### src/byte_alu_with_spill_shift_macros.svh
// Assertion macros shared by the byte ALU modules.
// Self-contained; the files that check properties take it in by include.
`ifndef BYTE_ALU_WITH_SPILL_SHIFT_MACROS_SVH
`define BYTE_ALU_WITH_SPILL_SHIFT_MACROS_SVH
`ifndef SYNTH
// Same-cycle implication, sampled on the rising clock edge.
`define BAL_ASSERT_IMPL(label, clk, rst, ante, cons) \
  label: assert property (@(posedge clk) disable iff (rst) (ante) |-> (cons)) \
    else $error("assertion failed: same-cycle implication");
// Next-cycle implication, sampled on the rising clock edge.
`define BAL_ASSERT_NEXT(label, clk, rst, ante, cons) \
  label: assert property (@(posedge clk) disable iff (rst) (ante) |=> (cons)) \
    else $error("assertion failed: next-cycle implication");
`else
`define BAL_ASSERT_IMPL(label, clk, rst, ante, cons)
`define BAL_ASSERT_NEXT(label, clk, rst, ante, cons)
`endif
`endif

### src/bal_pkg.sv
// Shared command codes, status codes and the pipeline item type of the byte ALU.
// No dependencies.
package bal_pkg;

  localparam int WordBits = 8;

  localparam logic [3:0] CMD_AND = 4'd0;
  localparam logic [3:0] CMD_OR  = 4'd1;
  localparam logic [3:0] CMD_NOT = 4'd2;
  localparam logic [3:0] CMD_NEG = 4'd3;
  localparam logic [3:0] CMD_CMP = 4'd4;
  localparam logic [3:0] CMD_ADD = 4'd5;
  localparam logic [3:0] CMD_INC = 4'd6;
  localparam logic [3:0] CMD_SUB = 4'd7;
  localparam logic [3:0] CMD_MUL = 4'd8;
  localparam logic [3:0] CMD_DIV = 4'd9;
  localparam logic [3:0] CMD_MOD = 4'd10;
  localparam logic [3:0] CMD_SHL = 4'd11;
  localparam logic [3:0] CMD_SHR = 4'd12;
  localparam logic [3:0] CMD_ASR = 4'd13;

  localparam logic [2:0] ST_OK        = 3'd0;
  localparam logic [2:0] ST_CARRY     = 3'd1;
  localparam logic [2:0] ST_BORROW    = 3'd2;
  localparam logic [2:0] ST_DIV_ZERO  = 3'd3;
  localparam logic [2:0] ST_MOD_ZERO  = 3'd4;
  localparam logic [2:0] ST_SHIFT_BIG = 3'd5;
  localparam logic [2:0] ST_ONE_WORD  = 3'd6;
  localparam logic [2:0] ST_TWO_WORD  = 3'd7;

  localparam logic [1:0] ORD_LESS    = 2'd0;
  localparam logic [1:0] ORD_EQUAL   = 2'd1;
  localparam logic [1:0] ORD_GREATER = 2'd2;

  localparam logic [7:0] MaxShift = 8'd7;

  // One operation in flight: the finished results of the commands done in the first
  // stage plus the partial quotient and remainder of the divider.
  typedef struct packed {
    logic [3:0] cmd;
    logic [7:0] res;
    logic [7:0] extra;
    logic [2:0] status;
    logic [1:0] order;
    logic       a_zero;
    logic [7:0] quo;
    logic [7:0] rem;
    logic [7:0] divisor;
  } bal_item_t;

endpackage

### src/bal_front.sv
// First pipeline stage of the byte ALU: decodes the command, evaluates the logic,
// add, subtract, multiply and shift commands and seeds the divider. Uses bal_pkg.
module bal_front
  import bal_pkg::*;
(
  input  logic       clk,
  input  logic       rst,
  input  logic       in_valid,
  output logic       in_ready,
  input  logic [3:0] command,
  input  logic [7:0] operand_a,
  input  logic [7:0] operand_b,
  input  logic [7:0] shift_dist,
  input  logic [7:0] spill_in,
  input  logic [7:0] fill_in,
  output logic       out_valid,
  input  logic       out_ready,
  output bal_item_t  out_item
);

  logic              valid;
  bal_item_t         item;
  bal_item_t         item_next;
  logic [8:0]        sum;
  logic [8:0]        diff;
  logic [15:0]       prod;
  logic [7:0]        fill;
  logic [2:0]        n;
  logic [15:0]       left_res;
  logic [15:0]       left_spill;
  logic [15:0]       right_res;
  logic [15:0]       right_spill;

  assign in_ready  = !valid || out_ready;
  assign out_valid = valid;
  assign out_item  = item;

  assign sum  = {1'b0, operand_a} + {1'b0, operand_b};
  assign diff = {1'b0, operand_a} - {1'b0, operand_b};
  assign prod = operand_a * operand_b;
  assign n    = shift_dist[2:0];

  // The arithmetic shift is a right shift whose fill is the sign replicated.
  assign fill = (command == CMD_ASR) ? {WordBits{operand_a[7]}} : fill_in;

  assign left_res    = {operand_a, fill} << n;
  assign left_spill  = {spill_in, operand_a} << n;
  assign right_res   = {fill, operand_a} >> n;
  assign right_spill = {operand_a, spill_in} >> n;

  always_comb begin
    item_next         = '0;
    item_next.cmd     = command;
    item_next.quo     = operand_a;
    item_next.rem     = '0;
    item_next.divisor = operand_b;
    item_next.a_zero  = (operand_a == 8'd0);
    if (operand_a < operand_b) begin
      item_next.order = ORD_LESS;
    end else if (operand_a == operand_b) begin
      item_next.order = ORD_EQUAL;
    end else begin
      item_next.order = ORD_GREATER;
    end
    case (command)
      CMD_AND: item_next.res = operand_a & operand_b;
      CMD_OR:  item_next.res = operand_a | operand_b;
      CMD_NOT: item_next.res = ~operand_a;
      CMD_NEG: item_next.res = 8'd0 - operand_a;
      CMD_ADD: begin
        item_next.res    = sum[7:0];
        item_next.status = sum[8] ? ST_CARRY : ST_OK;
      end
      CMD_INC: begin
        item_next.res    = operand_a + 8'd1;
        item_next.status = (operand_a == 8'hFF) ? ST_CARRY : ST_OK;
      end
      CMD_SUB: begin
        item_next.res    = diff[7:0];
        item_next.status = diff[8] ? ST_BORROW : ST_OK;
      end
      CMD_MUL: begin
        item_next.res    = prod[7:0];
        item_next.extra  = prod[15:8];
        item_next.status = (prod[15:8] == 8'd0) ? ST_ONE_WORD : ST_TWO_WORD;
      end
      CMD_DIV: item_next.status = (operand_b == 8'd0) ? ST_DIV_ZERO : ST_OK;
      CMD_MOD: item_next.status = (operand_b == 8'd0) ? ST_MOD_ZERO : ST_OK;
      CMD_SHL, CMD_SHR, CMD_ASR: begin
        if (shift_dist > MaxShift) begin
          item_next.status = ST_SHIFT_BIG;
          item_next.res    = operand_a;
          item_next.extra  = spill_in;
        end else if (command == CMD_SHL) begin
          item_next.res   = left_res[15:8];
          item_next.extra = left_spill[15:8];
        end else begin
          item_next.res   = right_res[7:0];
          item_next.extra = right_spill[7:0];
        end
      end
      default: item_next.res = '0;
    endcase
  end

  always_ff @(posedge clk) begin
    if (rst) begin
      valid <= 1'b0;
    end else if (in_ready) begin
      valid <= in_valid;
    end
  end

  always_ff @(posedge clk) begin
    if (in_ready && in_valid) begin
      item <= item_next;
    end
  end

endmodule

### src/bal_div_half.sv
// One registered stage of the restoring divider: four quotient bits per stage.
// Two instances complete an 8-bit divide. Uses bal_pkg and the assertion macros.
`include "byte_alu_with_spill_shift_macros.svh"
module bal_div_half
  import bal_pkg::*;
(
  input  logic      clk,
  input  logic      rst,
  input  logic      in_valid,
  output logic      in_ready,
  input  bal_item_t in_item,
  output logic      out_valid,
  input  logic      out_ready,
  output bal_item_t out_item
);

  localparam int Steps = WordBits / 2;

  logic      valid;
  bal_item_t item;
  bal_item_t item_next;

  assign in_ready  = !valid || out_ready;
  assign out_valid = valid;
  assign out_item  = item;

  // Each step brings the next dividend bit into the partial remainder and
  // subtracts the divisor when it fits.
  always_comb begin
    logic [8:0] trial;
    item_next = in_item;
    for (int i = 0; i < Steps; i++) begin
      trial         = {item_next.rem, item_next.quo[7]};
      item_next.quo = {item_next.quo[6:0], 1'b0};
      if (trial >= {1'b0, item_next.divisor}) begin
        trial            = trial - {1'b0, item_next.divisor};
        item_next.quo[0] = 1'b1;
      end
      item_next.rem = trial[7:0];
    end
  end

  always_ff @(posedge clk) begin
    if (rst) begin
      valid <= 1'b0;
    end else if (in_ready) begin
      valid <= in_valid;
    end
  end

  always_ff @(posedge clk) begin
    if (in_ready && in_valid) begin
      item <= item_next;
    end
  end

  `BAL_ASSERT_IMPL(rem_below_divisor, clk, rst, valid && (item.divisor != 8'd0), item.rem < item.divisor)
  `BAL_ASSERT_NEXT(take_fills_stage, clk, rst, in_valid && in_ready, valid)

endmodule

### src/byte_alu_with_spill_shift.sv
// Top level of the pipelined byte ALU with spill-word shifts.
// Instantiates bal_front and two bal_div_half stages; uses bal_pkg and the macros.
//
// Usage: one request on the slave channel (s_tvalid, s_tready, s_tdata, s_tuser)
// carries a command in s_tuser and its operands in s_tdata. Every request gives
// exactly one result on the master channel (m_tvalid, m_tready, m_tdata), in
// request order.
// The block has four register stages: decode and the commands done at decode
// (including the 8x8 multiply), two divider stages of four quotient bits each,
// and the output register that selects the final fields. A request passes through
// the decode, upper divider, lower divider and output registers in that order.
// Throughput is one request per cycle while m_tready stays high; every command goes
// through the same four stages, and the 8-bit restoring divider sets the stage count.
// Each stage holds while the stage after it is full and not draining, so a
// stall on m_tready fills the pipeline up to four requests before s_tready
// falls; nothing is lost or repeated. Bubbles close up, so a new request is
// taken while a finished result still waits in the output register.
// Reset (rst, synchronous, active high) empties every stage; no result is
// pending afterward and s_tready is high in the following cycle.
`include "byte_alu_with_spill_shift_macros.svh"
module byte_alu_with_spill_shift
  import bal_pkg::*;
(
  input  logic        clk,
  input  logic        rst,
  input  logic        s_tvalid,
  output logic        s_tready,
  input  logic [39:0] s_tdata,   // operand_a, operand_b, shift distance, spill_in, fill_in
  input  logic [3:0]  s_tuser,   // command
  output logic        m_tvalid,
  input  logic        m_tready,
  output logic [23:0] m_tdata    // result, extra, status, order, a_is_zero, zero pad
);

  logic      a_valid;
  logic      a_ready;
  bal_item_t a_item;
  logic      b_valid;
  logic      b_ready;
  bal_item_t b_item;
  logic      c_valid;
  logic      c_ready;
  bal_item_t c_item;

  logic       out_valid;
  logic [7:0] out_result;
  logic [7:0] out_extra;
  logic [2:0] out_status;
  logic [1:0] out_order;
  logic       out_a_zero;
  logic [7:0] result_next;
  logic [7:0] extra_next;

  bal_front u_front (
    .clk         (clk),
    .rst         (rst),
    .in_valid    (s_tvalid),
    .in_ready    (s_tready),
    .command     (s_tuser),
    .operand_a   (s_tdata[7:0]),
    .operand_b   (s_tdata[15:8]),
    .shift_dist  (s_tdata[23:16]),
    .spill_in    (s_tdata[31:24]),
    .fill_in     (s_tdata[39:32]),
    .out_valid   (a_valid),
    .out_ready   (a_ready),
    .out_item    (a_item)
  );

  bal_div_half u_div_hi (
    .clk       (clk),
    .rst       (rst),
    .in_valid  (a_valid),
    .in_ready  (a_ready),
    .in_item   (a_item),
    .out_valid (b_valid),
    .out_ready (b_ready),
    .out_item  (b_item)
  );

  bal_div_half u_div_lo (
    .clk       (clk),
    .rst       (rst),
    .in_valid  (b_valid),
    .in_ready  (b_ready),
    .in_item   (b_item),
    .out_valid (c_valid),
    .out_ready (c_ready),
    .out_item  (c_item)
  );

  assign c_ready = !out_valid || m_tready;

  // Divide and modulus take their fields from the divider; a zero divisor
  // keeps the zeros that the first stage left.
  always_comb begin
    result_next = c_item.res;
    extra_next  = c_item.extra;
    if (c_item.divisor != 8'd0) begin
      case (c_item.cmd)
        CMD_DIV: begin
          result_next = c_item.quo;
          extra_next  = c_item.rem;
        end
        CMD_MOD: result_next = c_item.rem;
        default: result_next = c_item.res;
      endcase
    end
  end

  always_ff @(posedge clk) begin
    if (rst) begin
      out_valid <= 1'b0;
    end else if (c_ready) begin
      out_valid <= c_valid;
    end
  end

  always_ff @(posedge clk) begin
    if (c_ready && c_valid) begin
      out_result <= result_next;
      out_extra  <= extra_next;
      out_status <= c_item.status;
      out_order  <= c_item.order;
      out_a_zero <= c_item.a_zero;
    end
  end

  assign m_tvalid = out_valid;
  assign m_tdata  = {2'b00, out_a_zero, out_order, out_status, out_extra, out_result};

  `BAL_ASSERT_IMPL(empty_out_takes_input, clk, rst, !out_valid, s_tready)
  `BAL_ASSERT_IMPL(zero_divisor_clears, clk, rst, out_valid && ((out_status == ST_DIV_ZERO) || (out_status == ST_MOD_ZERO)), (out_result == 8'd0) && (out_extra == 8'd0))
  `BAL_ASSERT_IMPL(short_product_high_zero, clk, rst, out_valid && (out_status == ST_ONE_WORD), out_extra == 8'd0)

endmodule
### config.mk
export PLATFORM = sky130hd
export DESIGN_NAME = byte_alu_with_spill_shift
export DESIGN_NICKNAME = d
export VERILOG_FILES = /design/src/bal_pkg.sv /design/src/bal_front.sv /design/src/bal_div_half.sv /design/src/byte_alu_with_spill_shift.sv
export VERILOG_INCLUDE_DIRS = /design/src /design/src/src
export SDC_FILE = /design/constraint.sdc
export NUM_CORES = 1
export LEC_CHECK = 0
export BUFFER_PORTS_ARGS = -buffer_cell sky130_fd_sc_hd__buf_2
export CORE_MARGIN = 4
export CORE_UTILIZATION = 40
export CTS_CLUSTER_SIZE = 20
export DETAILED_ROUTE_END_ITERATION = 6
export GPL_TIMING_DRIVEN = 0
export HOLD_SLACK_MARGIN = 0.12
export REMOVE_ABC_BUFFERS = 1
export SETUP_SLACK_MARGIN = 0.4
export SLEW_MARGIN = 20
export SYNTH_ARGS = -nofsm -noshare
export SYNTH_HDL_FRONTEND = slang
export SYNTH_SLANG_ARGS = --single-unit
### constraint.sdc
create_clock -name clk -period 23.4 [get_ports clk]
set_clock_uncertainty 0.2 [all_clocks]
set_input_delay 2.34 -clock clk [delete_from_list [all_inputs] [get_ports clk]]
set_output_delay 2.34 -clock clk [all_outputs]
set_load 0.005 [all_outputs]
==> impl_metrics.ini <==
[power]
seq_power_share = 0.348
p_int_uw = 683
powerDensity_mw_per_mm2 = 70.7
peakVddDrop_mv = 0.0553
power.switching_uw = 358
clkPwrFrac = 0.252
swShare = 0.344
p_leak_nw = 6.27
finalPower_mw = 1.04
combPwrFrac = 0.400

[cts]
cts_resized = 0
clock-root-buffer = clkbuf_16
holdBufCountCts = 0
cts_tree = done
clock_latency_ns = 0.41
clk_pin_slew_worst_paths_ns = 0.06
htree_levels = 4
postCtsSetupBuffers = 0
numClockSinks = 168
cts_buffers = 17
cts_buffer_depth = 2

[timing]
setup-tns-final_ns = 0
layout_min_cycle_time_ns = 8.99
slew_violations = 0
min_period_over_period = 0.384
tightest_slew_ns = 0.943
slew_headroom = 0.366
layout_setup_ws_ns = 14.41
rsz0062_at_grt = no
hold_ws_ns = 0.211
setup_viol = 0
fmax_mhz = 111
hold_violations = 0

[placed_design]
io_buffers = 71
placedInstanceArea_sq_mm = 0.0142
place_ws_ns = 14.47
dp_cells = 1812
hpwl_um = 25400
gp_congestion = 0.928

[final_layout]
final_cell_mix = edfxtp_1 (164), nor2_1 (157), ha_1 (120)
fin_cells = 1843
nets = 1602
antenna_cells = 0
synthToLayoutAreaGrowth_pct = 11.0
drive_above_1_share = 0.123
final_area_sq_mm = 0.0147
utilization = 0.452
final_common_cell = edfxtp_1

[critical_path]
critPathKind = reg2reg
path_max_fanout = 12
worstSetupEndpointType = register
crit_required_ns = 23.35
critPathMaxStageDelay_ns = 0.44
crit_buf_inv = 2
worst_path_most_repeated_cell = ha_1
critPathArrivalTime_ns = 8.95
path_delay_family = compound AO/OA/AOI/OAI gates
r2r_slack_ns = 14.41
slowest_stage = o211a_1
start_kind = register

[synth]
async_reset_ff_frac = 0
synth_top_area_share = 0.371
synth_cell_type_count = 86
postSynthCellCount = 1339
ys.flop_type = edfxtp_1
synth_area_leaders = edfxtp_1 (37%), ha_1 (11%), fa_1 (6.8%)
synth_warnings = 0
yosys.area.top_type = edfxtp_1
synthesis.area_sq_mm = 0.0133
synth_edf_count = 164
ys_seq_elements = 168
synth_area_per_cell_sq_um = 9.92
seq_area_frac_synth = 0.377

[floorplanning]
dieArea_sq_mm = 0.0362
start_util = 0.407
rows = 66
core-area_sq_mm = 0.0326
ioPinCount = 74
die_w_um = 190
fp.dieH_um = 190

[worst_hold_path]
hp-class = reg2reg

[run]
cap_viol_max_count = 0

[drt]
drt_wl_total_um = 32400
drt_iter0_drc = 778
post_drt_wl_per_cell_um = 17.6
drc = 0
drtAntennaViolNets = 0
via_per_inst = 5.48
dr.pass1.iters = 6
dr_total_vias = 10100

[global_routing]
grt_usage = 0.179
antenna_found_initial = 0
grt_pass1_vias = 9879
grt_max_degree = 60
grt_pass1_wl_um = 51900
overflow = 0

[outcome]
status = complete, no violations
[power by group through the flow]
stage          sequential, mW  clock, mW  combinational, mW
3_3_place_gp            0.371          0              0.408
3_5_place_dp            0.370          0              0.412
4_1_cts                 0.363      0.269              0.416
5_1_grt                 0.365      0.283              0.461
2_1_floorplan           0.367          0              0.307
6_report                0.363      0.262              0.416
[sequential cells by signal, indices dropped and copies added, names as in the netlist]
name and flops:
m_tvalid 1, u_div_lo.out_valid 1, u_div_hi.out_item 50, out_a_zero 1
out_status 3, u_div_hi.out_valid 1, u_front.out_item 42, out_extra 8
u_front.out_valid 1, u_div_lo.out_item 50, out_order 2, out_result 8
[synthesized netlist by cell type (12+ instances only)]
| cell type | instances |
|---|---|
| nor3_1 | 22 |
| mux2_2 | 17 |
| o21ai_0 | 79 |
| nand3_1 | 12 |
| inv_1 | 117 |
| o221ai_1 | 12 |
| edfxtp_1 | 164 |
| a211oi_1 | 17 |
| a21oi_1 | 67 |
| ha_1 | 120 |
| nand2b_1 | 17 |
| mux2_4 | 16 |
| xor2_1 | 17 |
| fa_1 | 45 |
| a21o_1 | 25 |
| xnor2_1 | 28 |
| nand2_1 | 109 |
| mux2i_1 | 28 |
| clkbuf_1 | 39 |
| nor2_1 | 158 |
| a31oi_1 | 16 |
| nor2b_1 | 25 |
[cells by family after synthesis]
group | Yosys count | share of synthesized area
fa+ha+maj | 165 | 0.181
simple gates | 403 | 0.141
flops | 168 | 0.377
compound gates | 324 | 0.166
xor+xnor | 45 | 0.0297
other cells | 1 | 0.000282
mux | 63 | 0.0561
buf+inv | 170 | 0.0495
[routing by layer]
| layer | share of wire | track usage | vias up |
|---|---|---|---|
| li1 | - | - | 4946 |
| met1 | 0.45 | 0.254 | 4778 |
| met2 | 0.46 | 0.283 | 331 |
| met3 | 0.065 | 0.0298 | 45 |
| met4 | 0.024 | 0.0555 | 0 |
| met5 | 0 | 0 | - |
[worst paths after layout]
check                          endpoint                   from  cells after the start
setup / recovery  u_div_lo.out_item[15]   u_div_hi.out_item[5]                     32
hold / removal    u_div_lo.out_item[42]  u_div_hi.out_item[42]                      0
setup reg to reg  u_div_lo.out_item[15]   u_div_hi.out_item[5]                     32
hold reg to reg   u_div_lo.out_item[42]  u_div_hi.out_item[42]                      0
[layout make-up]
type	instances	area (sq um)
Tap cell	442	553
Timing Repair Buffer	77	477
Inverter	123	462
Fill cell	3107	17900
Sequential cell	168	5000
Clock inverter	14	145
Multi-Input combinational cell	1002	7670
Clock buffer	17	425
No activity file was read; power rests on OpenSTA's default activity.
